File: config.mk
export PLATFORM = sky130hd
export DESIGN_NAME = aspect_fit_letterbox_core
export DESIGN_NICKNAME = d
export VERILOG_FILES = /design/src/sv/alf_pkg.sv /design/src/sv/alf_div_cell.sv /design/src/sv/alf_place.sv /design/src/sv/aspect_fit_letterbox_core.sv
export SDC_FILE = /design/constraint.sdc
export NUM_CORES = 2
export LEC_CHECK = 0
export BUFFER_PORTS_ARGS = -buffer_cell sky130_fd_sc_hd__buf_2
export CORE_UTILIZATION = 45
export DETAILED_ROUTE_END_ITERATION = 10
export GPL_ROUTABILITY_DRIVEN = 0
export GPL_TIMING_DRIVEN = 0
export PLACE_DENSITY = 0.64
export SETUP_SLACK_MARGIN = 0.5
export SLEW_MARGIN = 10
export SYNTH_ARGS = -nofsm -noshare
export SYNTH_HDL_FRONTEND = slang
export SYNTH_SLANG_ARGS = --single-unit
export TNS_END_PERCENT = 5
File: constraint.sdc
create_clock -name clk -period 13.7 [get_ports clk]
set_input_delay 0.685 -clock clk [delete_from_list [all_inputs] [get_ports clk]]
set_output_delay 0.685 -clock clk [all_outputs]
set_load 0.01 [all_outputs]
File: src/sv/alf_pkg.sv
// Shared types for the aspect-fit letterbox pipeline.
package alf_pkg;

	// Which side of the frame the fitted rectangle fills.
	typedef enum logic [1:0] {
		MODE_FILL_W,
		MODE_FILL_H,
		MODE_PASS
	} mode_t;

endpackage

File: src/sv/alf_div_cell.sv
// One restoring-division cell: retires one quotient bit per stage.
module alf_div_cell #(
	parameter int CB     = 16,
	parameter int SIDE_W = 66
) (
	input  logic              clk,
	input  logic              arst_n,
	input  logic              load,
	input  logic              in_valid,
	input  logic [CB-1:0]     in_rem,
	input  logic [CB-1:0]     in_num,
	input  logic [CB-1:0]     in_quot,
	input  logic [CB-1:0]     in_div,
	input  logic [SIDE_W-1:0] in_side,
	output logic              valid_q,
	output logic [CB-1:0]     rem_q,
	output logic [CB-1:0]     num_q,
	output logic [CB-1:0]     quot_q,
	output logic [CB-1:0]     div_q,
	output logic [SIDE_W-1:0] side_q
);

	logic [CB:0]   trial;
	logic [CB:0]   diff;
	logic          ge;
	logic [CB-1:0] rem_nxt;

	// Partial remainder stays below the divisor, so CB bits hold it.
	assign trial   = {in_rem, in_num[CB-1]};
	assign diff    = trial - {1'b0, in_div};
	assign ge      = trial >= {1'b0, in_div};
	assign rem_nxt = ge ? diff[CB-1:0] : trial[CB-1:0];

	always_ff @(posedge clk or negedge arst_n) begin
		if (!arst_n) begin
			valid_q <= 1'b0;
		end else if (load) begin
			valid_q <= in_valid;
		end
	end

	always_ff @(posedge clk) begin
		if (load) begin
			rem_q  <= rem_nxt;
			num_q  <= {in_num[CB-2:0], 1'b0};
			quot_q <= {in_quot[CB-2:0], ge};
			div_q  <= in_div;
			side_q <= in_side;
		end
	end

endmodule

File: src/sv/alf_place.sv
// Output stage: centers the fitted rectangle, saturates, holds the result.
module alf_place #(
	parameter int CB = 16
) (
	input  logic                 clk,
	input  logic                 arst_n,
	input  logic                 in_valid,
	input  logic [CB-1:0]        quot,
	input  alf_pkg::mode_t       mode,
	input  logic [CB-1:0]        fx,
	input  logic [CB-1:0]        fy,
	input  logic [CB-1:0]        fw,
	input  logic [CB-1:0]        fh,
	input  logic                 fit_stall,
	output logic                 load,
	output logic                 fit_valid,
	output logic signed [CB-1:0] fit_x,
	output logic signed [CB-1:0] fit_y,
	output logic [CB-1:0]        fit_w,
	output logic [CB-1:0]        fit_h,
	output logic                 passed_through
);

	logic          valid_q;
	logic [CB-1:0] x_q;
	logic [CB-1:0] y_q;
	logic [CB-1:0] w_q;
	logic [CB-1:0] h_q;
	logic          pt_q;

	logic [CB-1:0] x_nxt;
	logic [CB-1:0] y_nxt;
	logic [CB-1:0] w_nxt;
	logic [CB-1:0] h_nxt;
	logic          pt_nxt;

	// base + slack/2, clipped at the top of the signed range (it only grows)
	function automatic logic [CB-1:0] centre(logic [CB-1:0] base, logic [CB-1:0] slack);
		logic signed [CB:0] sum;
		sum = $signed({base[CB-1], base}) + $signed({2'b00, slack[CB-1:1]});
		return (!sum[CB] && sum[CB-1]) ? {1'b0, {(CB-1){1'b1}}} : sum[CB-1:0];
	endfunction

	always_comb begin
		x_nxt  = fx;
		y_nxt  = fy;
		w_nxt  = fw;
		h_nxt  = fh;
		pt_nxt = 1'b0;
		case (mode)
			alf_pkg::MODE_FILL_W: begin
				h_nxt = quot;
				y_nxt = centre(fy, fh - quot);
			end
			alf_pkg::MODE_FILL_H: begin
				w_nxt = quot;
				x_nxt = centre(fx, fw - quot);
			end
			alf_pkg::MODE_PASS: begin
				pt_nxt = 1'b1;
			end
			default: begin
				pt_nxt = 1'b1;
			end
		endcase
	end

	assign load = !valid_q || !fit_stall;

	always_ff @(posedge clk or negedge arst_n) begin
		if (!arst_n) begin
			valid_q <= 1'b0;
		end else if (load) begin
			valid_q <= in_valid;
		end
	end

	always_ff @(posedge clk) begin
		if (load) begin
			x_q  <= x_nxt;
			y_q  <= y_nxt;
			w_q  <= w_nxt;
			h_q  <= h_nxt;
			pt_q <= pt_nxt;
		end
	end

	assign fit_valid      = valid_q;
	assign fit_x          = $signed(x_q);
	assign fit_y          = $signed(y_q);
	assign fit_w          = w_q;
	assign fit_h          = h_q;
	assign passed_through = pt_q;

endmodule

File: src/sv/aspect_fit_letterbox_core.sv
// Aspect-fit letterbox top level: cross products, division cell chain, placement.
//
// Source channel: src_valid / src_stall carry one transaction per item
// (inner_w, inner_h, frame_x, frame_y, frame_w, frame_h). Result channel:
// fit_valid / fit_stall carry fit_x, fit_y, fit_w, fit_h, passed_through.
// A transaction completes on a rising edge with valid high and stall low.
// Every item yields exactly one result, in order.
// The pipeline registers, in order: the two cross products, the compare and
// operand select, a chain of COORD_BITS division cells with one quotient
// bit each, and the output register. Throughput is one item per cycle
// while fit_stall is low; each cell retires one quotient bit of a different
// item every cycle.
// When fit_stall is high the result holds in the output register; stages
// behind it keep moving until they reach an occupied stage, so bubbles are
// squeezed out before src_stall rises.
// arst_n clears every stage valid flag; the pipeline comes out empty.
module aspect_fit_letterbox_core #(
	parameter int COORD_BITS = 16
) (
	input  logic                         clk,
	input  logic                         arst_n,
	input  logic                         src_valid,
	output logic                         src_stall,
	input  logic [COORD_BITS-1:0]        inner_w,
	input  logic [COORD_BITS-1:0]        inner_h,
	input  logic signed [COORD_BITS-1:0] frame_x,
	input  logic signed [COORD_BITS-1:0] frame_y,
	input  logic [COORD_BITS-1:0]        frame_w,
	input  logic [COORD_BITS-1:0]        frame_h,
	output logic                         fit_valid,
	input  logic                         fit_stall,
	output logic signed [COORD_BITS-1:0] fit_x,
	output logic signed [COORD_BITS-1:0] fit_y,
	output logic [COORD_BITS-1:0]        fit_w,
	output logic [COORD_BITS-1:0]        fit_h,
	output logic                         passed_through
);

	localparam int CB     = COORD_BITS;
	localparam int MODE_W = $bits(alf_pkg::mode_t);
	localparam int SIDE_W = 4 * CB + MODE_W;

	// stage 1: cross products
	logic            v_s1;
	logic            load_s1;
	logic [2*CB-1:0] pa_s1;   // inner_w * frame_h
	logic [2*CB-1:0] pb_s1;   // frame_w * inner_h
	logic [CB-1:0]   iw_s1;
	logic [CB-1:0]   ih_s1;
	logic [CB-1:0]   fx_s1;
	logic [CB-1:0]   fy_s1;
	logic [CB-1:0]   fw_s1;
	logic [CB-1:0]   fh_s1;
	logic            zero_s1;

	// stage 2: dividend split into first remainder and bits still to shift in
	logic            v_s2;
	logic            load_s2;
	logic [CB-1:0]   rem_s2;
	logic [CB-1:0]   num_s2;
	logic [CB-1:0]   div_s2;
	logic [SIDE_W-1:0] side_s2;

	alf_pkg::mode_t  mode_c;
	logic [2*CB-1:0] num_c;
	logic [CB-1:0]   div_c;

	// division chain
	logic              cell_v    [CB];
	logic              cell_load [CB];
	logic [CB-1:0]     cell_rem  [CB];
	logic [CB-1:0]     cell_num  [CB];
	logic [CB-1:0]     cell_quot [CB];
	logic [CB-1:0]     cell_div  [CB];
	logic [SIDE_W-1:0] cell_side [CB];

	logic              place_load;
	logic [SIDE_W-1:0] side_last;

	assign load_s1   = !v_s1 || load_s2;
	assign load_s2   = !v_s2 || cell_load[0];
	assign src_stall = !load_s1;

	always_ff @(posedge clk or negedge arst_n) begin
		if (!arst_n) begin
			v_s1 <= 1'b0;
			v_s2 <= 1'b0;
		end else begin
			if (load_s1) begin
				v_s1 <= src_valid;
			end
			if (load_s2) begin
				v_s2 <= v_s1;
			end
		end
	end

	always_ff @(posedge clk) begin
		if (load_s1) begin
			pa_s1   <= (2*CB)'(inner_w) * (2*CB)'(frame_h);
			pb_s1   <= (2*CB)'(frame_w) * (2*CB)'(inner_h);
			iw_s1   <= inner_w;
			ih_s1   <= inner_h;
			fx_s1   <= frame_x;
			fy_s1   <= frame_y;
			fw_s1   <= frame_w;
			fh_s1   <= frame_h;
			zero_s1 <= (inner_w == '0) || (inner_h == '0) || (frame_w == '0)
				|| (frame_h == '0);
		end
	end

	// Equal ratios fill the height. frame_h * inner_w is the same product as pa.
	always_comb begin
		if (zero_s1) begin
			mode_c = alf_pkg::MODE_PASS;
		end else if (pa_s1 > pb_s1) begin
			mode_c = alf_pkg::MODE_FILL_W;
		end else begin
			mode_c = alf_pkg::MODE_FILL_H;
		end
		if (mode_c == alf_pkg::MODE_FILL_W) begin
			num_c = pb_s1;
			div_c = iw_s1;
		end else begin
			num_c = pa_s1;
			div_c = ih_s1;
		end
	end

	always_ff @(posedge clk) begin
		if (load_s2) begin
			rem_s2  <= num_c[2*CB-1:CB];
			num_s2  <= num_c[CB-1:0];
			div_s2  <= div_c;
			side_s2 <= {mode_c, fx_s1, fy_s1, fw_s1, fh_s1};
		end
	end

	for (genvar k = 0; k < CB; k++) begin : g_cell
		if (k == 0) begin : g_head
			alf_div_cell #(.CB(CB), .SIDE_W(SIDE_W)) u_cell (
				.clk     (clk),
				.arst_n  (arst_n),
				.load    (cell_load[k]),
				.in_valid(v_s2),
				.in_rem  (rem_s2),
				.in_num  (num_s2),
				.in_quot ('0),
				.in_div  (div_s2),
				.in_side (side_s2),
				.valid_q (cell_v[k]),
				.rem_q   (cell_rem[k]),
				.num_q   (cell_num[k]),
				.quot_q  (cell_quot[k]),
				.div_q   (cell_div[k]),
				.side_q  (cell_side[k])
			);
		end else begin : g_body
			alf_div_cell #(.CB(CB), .SIDE_W(SIDE_W)) u_cell (
				.clk     (clk),
				.arst_n  (arst_n),
				.load    (cell_load[k]),
				.in_valid(cell_v[k-1]),
				.in_rem  (cell_rem[k-1]),
				.in_num  (cell_num[k-1]),
				.in_quot (cell_quot[k-1]),
				.in_div  (cell_div[k-1]),
				.in_side (cell_side[k-1]),
				.valid_q (cell_v[k]),
				.rem_q   (cell_rem[k]),
				.num_q   (cell_num[k]),
				.quot_q  (cell_quot[k]),
				.div_q   (cell_div[k]),
				.side_q  (cell_side[k])
			);
		end
		if (k == CB - 1) begin : g_tail_load
			assign cell_load[k] = !cell_v[k] || place_load;
		end else begin : g_mid_load
			assign cell_load[k] = !cell_v[k] || cell_load[k+1];
		end
	end

	assign side_last = cell_side[CB-1];

	alf_place #(.CB(CB)) u_place (
		.clk           (clk),
		.arst_n        (arst_n),
		.in_valid      (cell_v[CB-1]),
		.quot          (cell_quot[CB-1]),
		.mode          (alf_pkg::mode_t'(side_last[SIDE_W-1 -: MODE_W])),
		.fx            (side_last[4*CB-1 -: CB]),
		.fy            (side_last[3*CB-1 -: CB]),
		.fw            (side_last[2*CB-1 -: CB]),
		.fh            (side_last[CB-1:0]),
		.fit_stall     (fit_stall),
		.load          (place_load),
		.fit_valid     (fit_valid),
		.fit_x         (fit_x),
		.fit_y         (fit_y),
		.fit_w         (fit_w),
		.fit_h         (fit_h),
		.passed_through(passed_through)
	);

endmodule

# == Yosys cells after proc, flatten, opt, wreduce, memory -nomap -nowiden ==
# Index checks and enable logic that the tools add are counted.
# classes
add_sub_neg,19
n_mul,2
order_cmp,17
n_eq_ne,1
muxes,26
reduce_logical,54
# ops
operator,n
16-bit 2-to-1 mux,22
17-bit by 16-bit greater-or-equal comparator with 1-bit output,16
16-bit subtractor,17
16-bit logical NOT,4
16-bit by 16-bit multiplier with 32-bit output,2
16-bit by 16-bit adder with 17-bit output,2
32-bit > comparator,1
32-bit 2-to-1 mux,1
1-bit logical NOT,23
1-bit logical OR,22
2-bit logical NOT,2
"2-bit by 1-bit == test with 1-bit output, second input constant",1
1-bit logical AND,2
1-bit 2-to-1 mux,2
2-bit 2-to-1 mux,1
2-bit OR reduction,1
# word_totals
regBits,2151
in_bits,100
out_inout_bits,67
wordCells,233

# == Depth between registers and ports, before layout ==
# logic_depth
depth_word,21
ltp_mapped,25
mapped_depth_nobuf,22

# == By module ==
# Synthesis repeated with hierarchy kept, for this count alone.
# hier_totals
hier_cells,7633
area_unflattened_um2,113759.1
# by_module_without_submodules
mod,n_inst,cells_per_inst,area_each_um2
alf_div_cell (g_cell[0].g_head.u_cell ...),15,289,5086.1
aspect_fit_letterbox_core,1,2460,26909.6
alf_place,1,554,5514.0
alf_div_cell (g_cell[2].g_body.u_cell),1,284,5043.6

# == Worst setup path before layout ==
# Ideal clock, no wire load.
# synth_timing
kind,input -> output
startpoint,input port fit_stall
endpoint,output port src_stall
arrival_ns,9.934
path_slack_ns,3.081
path_stages,9
path_buffers,0
path_cell_list,and3_1 > inv_1 > nor2_1 > and2_1 > inv_1 > nor3_1 > and3_1 > nand3_1 > inv_1
# synth_via
elab_chain_len,21
# synth_lines
item,line,text
from (decl),aspect_fit_letterbox_core.sv:31,"input logic fit_stall,"
1-bit logical NOT,alf_place.sv:68,assign load = !valid_q || !fit_stall;
1-bit logical OR,alf_place.sv:68,
1-bit logical OR,aspect_fit_letterbox_core.sv:179,assign cell_load[k] = !cell_v[k] || place_load;
net g_cell[15].g_body.u_cell.load,alf_div_cell.sv:8,"input logic load,"
1-bit logical OR (4 in series),aspect_fit_letterbox_core.sv:181,assign cell_load[k] = !cell_v[k] || cell_load[k+1];
net g_cell[11].g_body.u_cell.load,alf_div_cell.sv:8,
1-bit logical OR (11 in series),aspect_fit_letterbox_core.sv:181,
1-bit logical OR,aspect_fit_letterbox_core.sv:81,assign load_s2 = !v_s2 || cell_load[0];
1-bit logical OR,aspect_fit_letterbox_core.sv:80,assign load_s1 = !v_s1 || load_s2;
1-bit logical NOT,aspect_fit_letterbox_core.sv:82,assign src_stall = !load_s1;
to (decl),aspect_fit_letterbox_core.sv:23,"output logic src_stall,"
# The timed path passes the listed nets, and every way through them passes these cells.

# == Worst setup path after layout ==
# layout_timing
startpoint,input port frame_h[9]
endpoint,"register pa_s1[29], data pin"
# layout_via
elab_chain_len,1
# layout_lines
item,line,text
from (decl),aspect_fit_letterbox_core.sv:29,"input logic [COORD_BITS-1:0] frame_h,"
16-bit by 16-bit multiplier with 32-bit output,aspect_fit_letterbox_core.sv:100,pa_s1 <= (2*CB)'(inner_w) * (2*CB)'(frame_h);
to (signal assigned),aspect_fit_letterbox_core.sv:100,
to (decl),aspect_fit_letterbox_core.sv:46,logic [2*CB-1:0] pa_s1;
# Every way passes these cells.
# A chain may end at the register's enable or synchronous reset.

==> flow_summary.toml <==
[setup_path]
cp_num_buf_inv = 9
critical_path_arrival_ns = 8.18
r2r_slack_ns = 8.35
reg2reg_depth = 18
critPathRequiredTime_ns = 14.26
cp-start-kind = "input port"
cp.depth = 25
cp-end-kind = "flop"
cpMostUsedCell = "fa_1"
cp_max_fo = 10
max_stage_delay_ns = 0.55
cp_slowest_cell = "dlygate4sd3_1"
path_class = "in -> reg"
crit_family = "adder cells"

[cells_and_area]
mostFrequentLayoutCells = "edfxtp_1 (2132), inv_1 (872), ha_1 (554), nand2_1 (446), fa_1 (407)"
nNetsFinal = 8336
final_common_cell = "edfxtp_1"
layout-drive-gt1-share_pct = 11.2
final_area_um2 = 113000
fillerInstances = 18505
fin_cells = 10421
fin_util_pct = 51.0
area_delta_synth_final_pct = 12.5

[hold_path]
hp-class = "in -> reg"
hold_depth = 1

[cts]
clock_latency_ns = 0.83
clock_tree.root_cell = "clkbuf_16"
numCtsBuffers = 205
cts_sinks = 2151
cts_tree = "done"
cts_htree_levels = 4
clkTransAtPathRegs_ns = 0.06
clockBufferDepth = 3

[synth]
yosys_warnings = 0
synthFlopType = "edfxtp_1"
yosys.cell_types.count = 79
syn-cell-area_um2 = 101000
synthArstFlopShare_pct = 0.883
syn_area_per_cell_um2 = 14.7
synth_edf_count = 2132
synth-seq-cells = 2151
syn_nets = 7901
ys_seq_area_share_pct = 64.0
synthCells = 6840

[route]
viasPerCell = 5.11
dr.first_iter.drc_count = 3460
first_pass_iters = 6
wl_um = 193000
drc = 0
avgRoutedWirePerCell_um = 18.5
vias = 53227
ant_nets = 0

[floorplan]
die_w_um = 475
die_height_um = 475
rows = 173
core-area_um2 = 223000
ios = 167
start_util_pct = 45.3
die-area_um2 = 226000

[grt]
grt_first_pass_wirelength_um = 304000
gr-total-overflow = 0
grt_pass1_vias = 54944
grt_max_degree = 88
antenna_found_initial = 6
grt_use_total_pct = 17.3

[sta]
rsz0062_at_grt = "no"
clock_skew_ns = 0.0611
worst_hold_slack_ns = 0.0808
fmax_mhz = 131
min_period_ns = 7.62
maxSlewHeadroom_pct = 39.8
setup_viol_count_final = 0
post-route-period-util_pct = 55.6
tightest_slew_ns = 0.896
drv_slew = 0
hold_violations = 0

[job]
drv_cap = 0

[outcome]
status = "complete, no violations"

[placement]
hpwl_um = 144000
placed_area_um2 = 106000
portBuffers = 166
dp.cells = 10013
[synth_stat cells, types with 61 or more instances]
master       n  area share [%]
fa_1       407             8.1
a21o_1     101            0.75
a21oi_1    174            0.86
edfxtp_1  2132              63
xnor2_1    168             1.5
nor2b_1     66            0.41
nand2_1    453             1.7
nor2_1     244            0.91
o21a_1      61            0.45
ha_1       554             6.9
xor2_1      82            0.71
mux2_2     240             2.7
o21ai_0    176            0.87
inv_1      878             3.3
and2_1     256             1.6
clkbuf_1    89            0.33
nand4_1     65            0.40
nor3_1      89            0.44
[what timing repair did]
item,4_1_cts,5_1_grt
hold endpoints to repair,48,0
hold buffers,30,0
buffers inserted,0,0
gates resized for setup,0,0
[final timing paths]
kind / to / start
worst max register to register: u_place.fit_x[4] / g_cell[15].g_body.u_cell.quot_q[1]
worst min register to register: g_cell[4].g_body.u_cell.side_q[45] / g_cell[3].g_body.u_cell.side_q[45]
max in group asynchronous: g_cell[13].g_body.u_cell.valid_q / arst_n
worst max-delay path: pa_s1[29] / frame_h[9]
min in group asynchronous: g_cell[12].g_body.u_cell.valid_q / arst_n
worst min-delay path: fx_s1[13] / frame_x[13]
[layout make-up]
cell class,instances,area [um2],area share (%)
diodes,4,10.0,0.00882
plain buffers,113,470,0.415
clock buffers,240,5260,4.64
clock inverters,134,1610,1.42
inverters,878,3320,2.93
multi-input cells,3698,32700,28.8
flip-flops and latches,2151,64500,56.8
well taps,2975,3720,3.28
repair buffers,228,1890,1.67
[sequential cells by signal (all words and copies together) (netlist names), 32 cells and up]
| signal | flops |
|---|---|
| g_cell.g_body.u_cell.side_q | 990 |
| g_cell.g_body.u_cell.div_q | 224 |
| g_cell.g_body.u_cell.rem_q | 224 |
| g_cell.g_body.u_cell.quot_q | 135 |
| g_cell.g_body.u_cell.num_q | 105 |
| g_cell.g_head.u_cell.side_q | 66 |
| side_s2 | 66 |
| pa_s1 | 32 |
| pb_s1 | 32 |
[stage by stage]
stage / setup TNS [ns] / worst slack [ns]
floorplan: 0 / 3.08
CTS: 0 / 6.23
global route: 0 / 5.76
finish: 0 / 6.08
detailed placement: 0 / 5.85
global placement: -224.40 / -1.50
[kinds of logic after synthesis]
family / after synthesis / share of synthesized area [%]
XOR/XNOR: 250 / 2.17
flip-flops: 2151 / 64.0
buffers and inverters: 991 / 3.73
multiplexers: 279 / 3.07
adder cells (fa/ha/maj): 961 / 15.0
AND/OR/NAND/NOR: 1399 / 6.80
AO/OA/AOI/OAI: 809 / 5.32
[worst reg2reg max path, cell delays in order (launching register included)]
cell	delay [ns]
edfxtp_1	0.45
inv_1	0.18
fa_1	0.48
a21o_1	0.21
a21oi_1	0.22
o21bai_1	0.11
a21o_1	0.21
a21oi_1	0.28
inv_1	0.07
a21oi_1	0.18
xnor2_1	0.09
ha_1	0.38
o2111a_1	0.25
a221oi_2	0.09
nand2_1	0.14
a41oi_1	0.25
o311ai_1	0.81
clkbuf_1	0.46
o22a_1	0.32
[metal layers]
layer | track usage [%] | part of all wire (%) | vias up
li1 | - | - | 25259
met1 | 21.0 | 41 | 26229
met2 | 30.4 | 50 | 1301
met3 | 2.97 | 4.6 | 434
met4 | 7.30 | 4.1 | 4
met5 | 0 | 0.011 | -
Power is left out: the tool's default activity adds up to more than one toggle a clock period on the data nets, which glitch-free logic cannot reach.
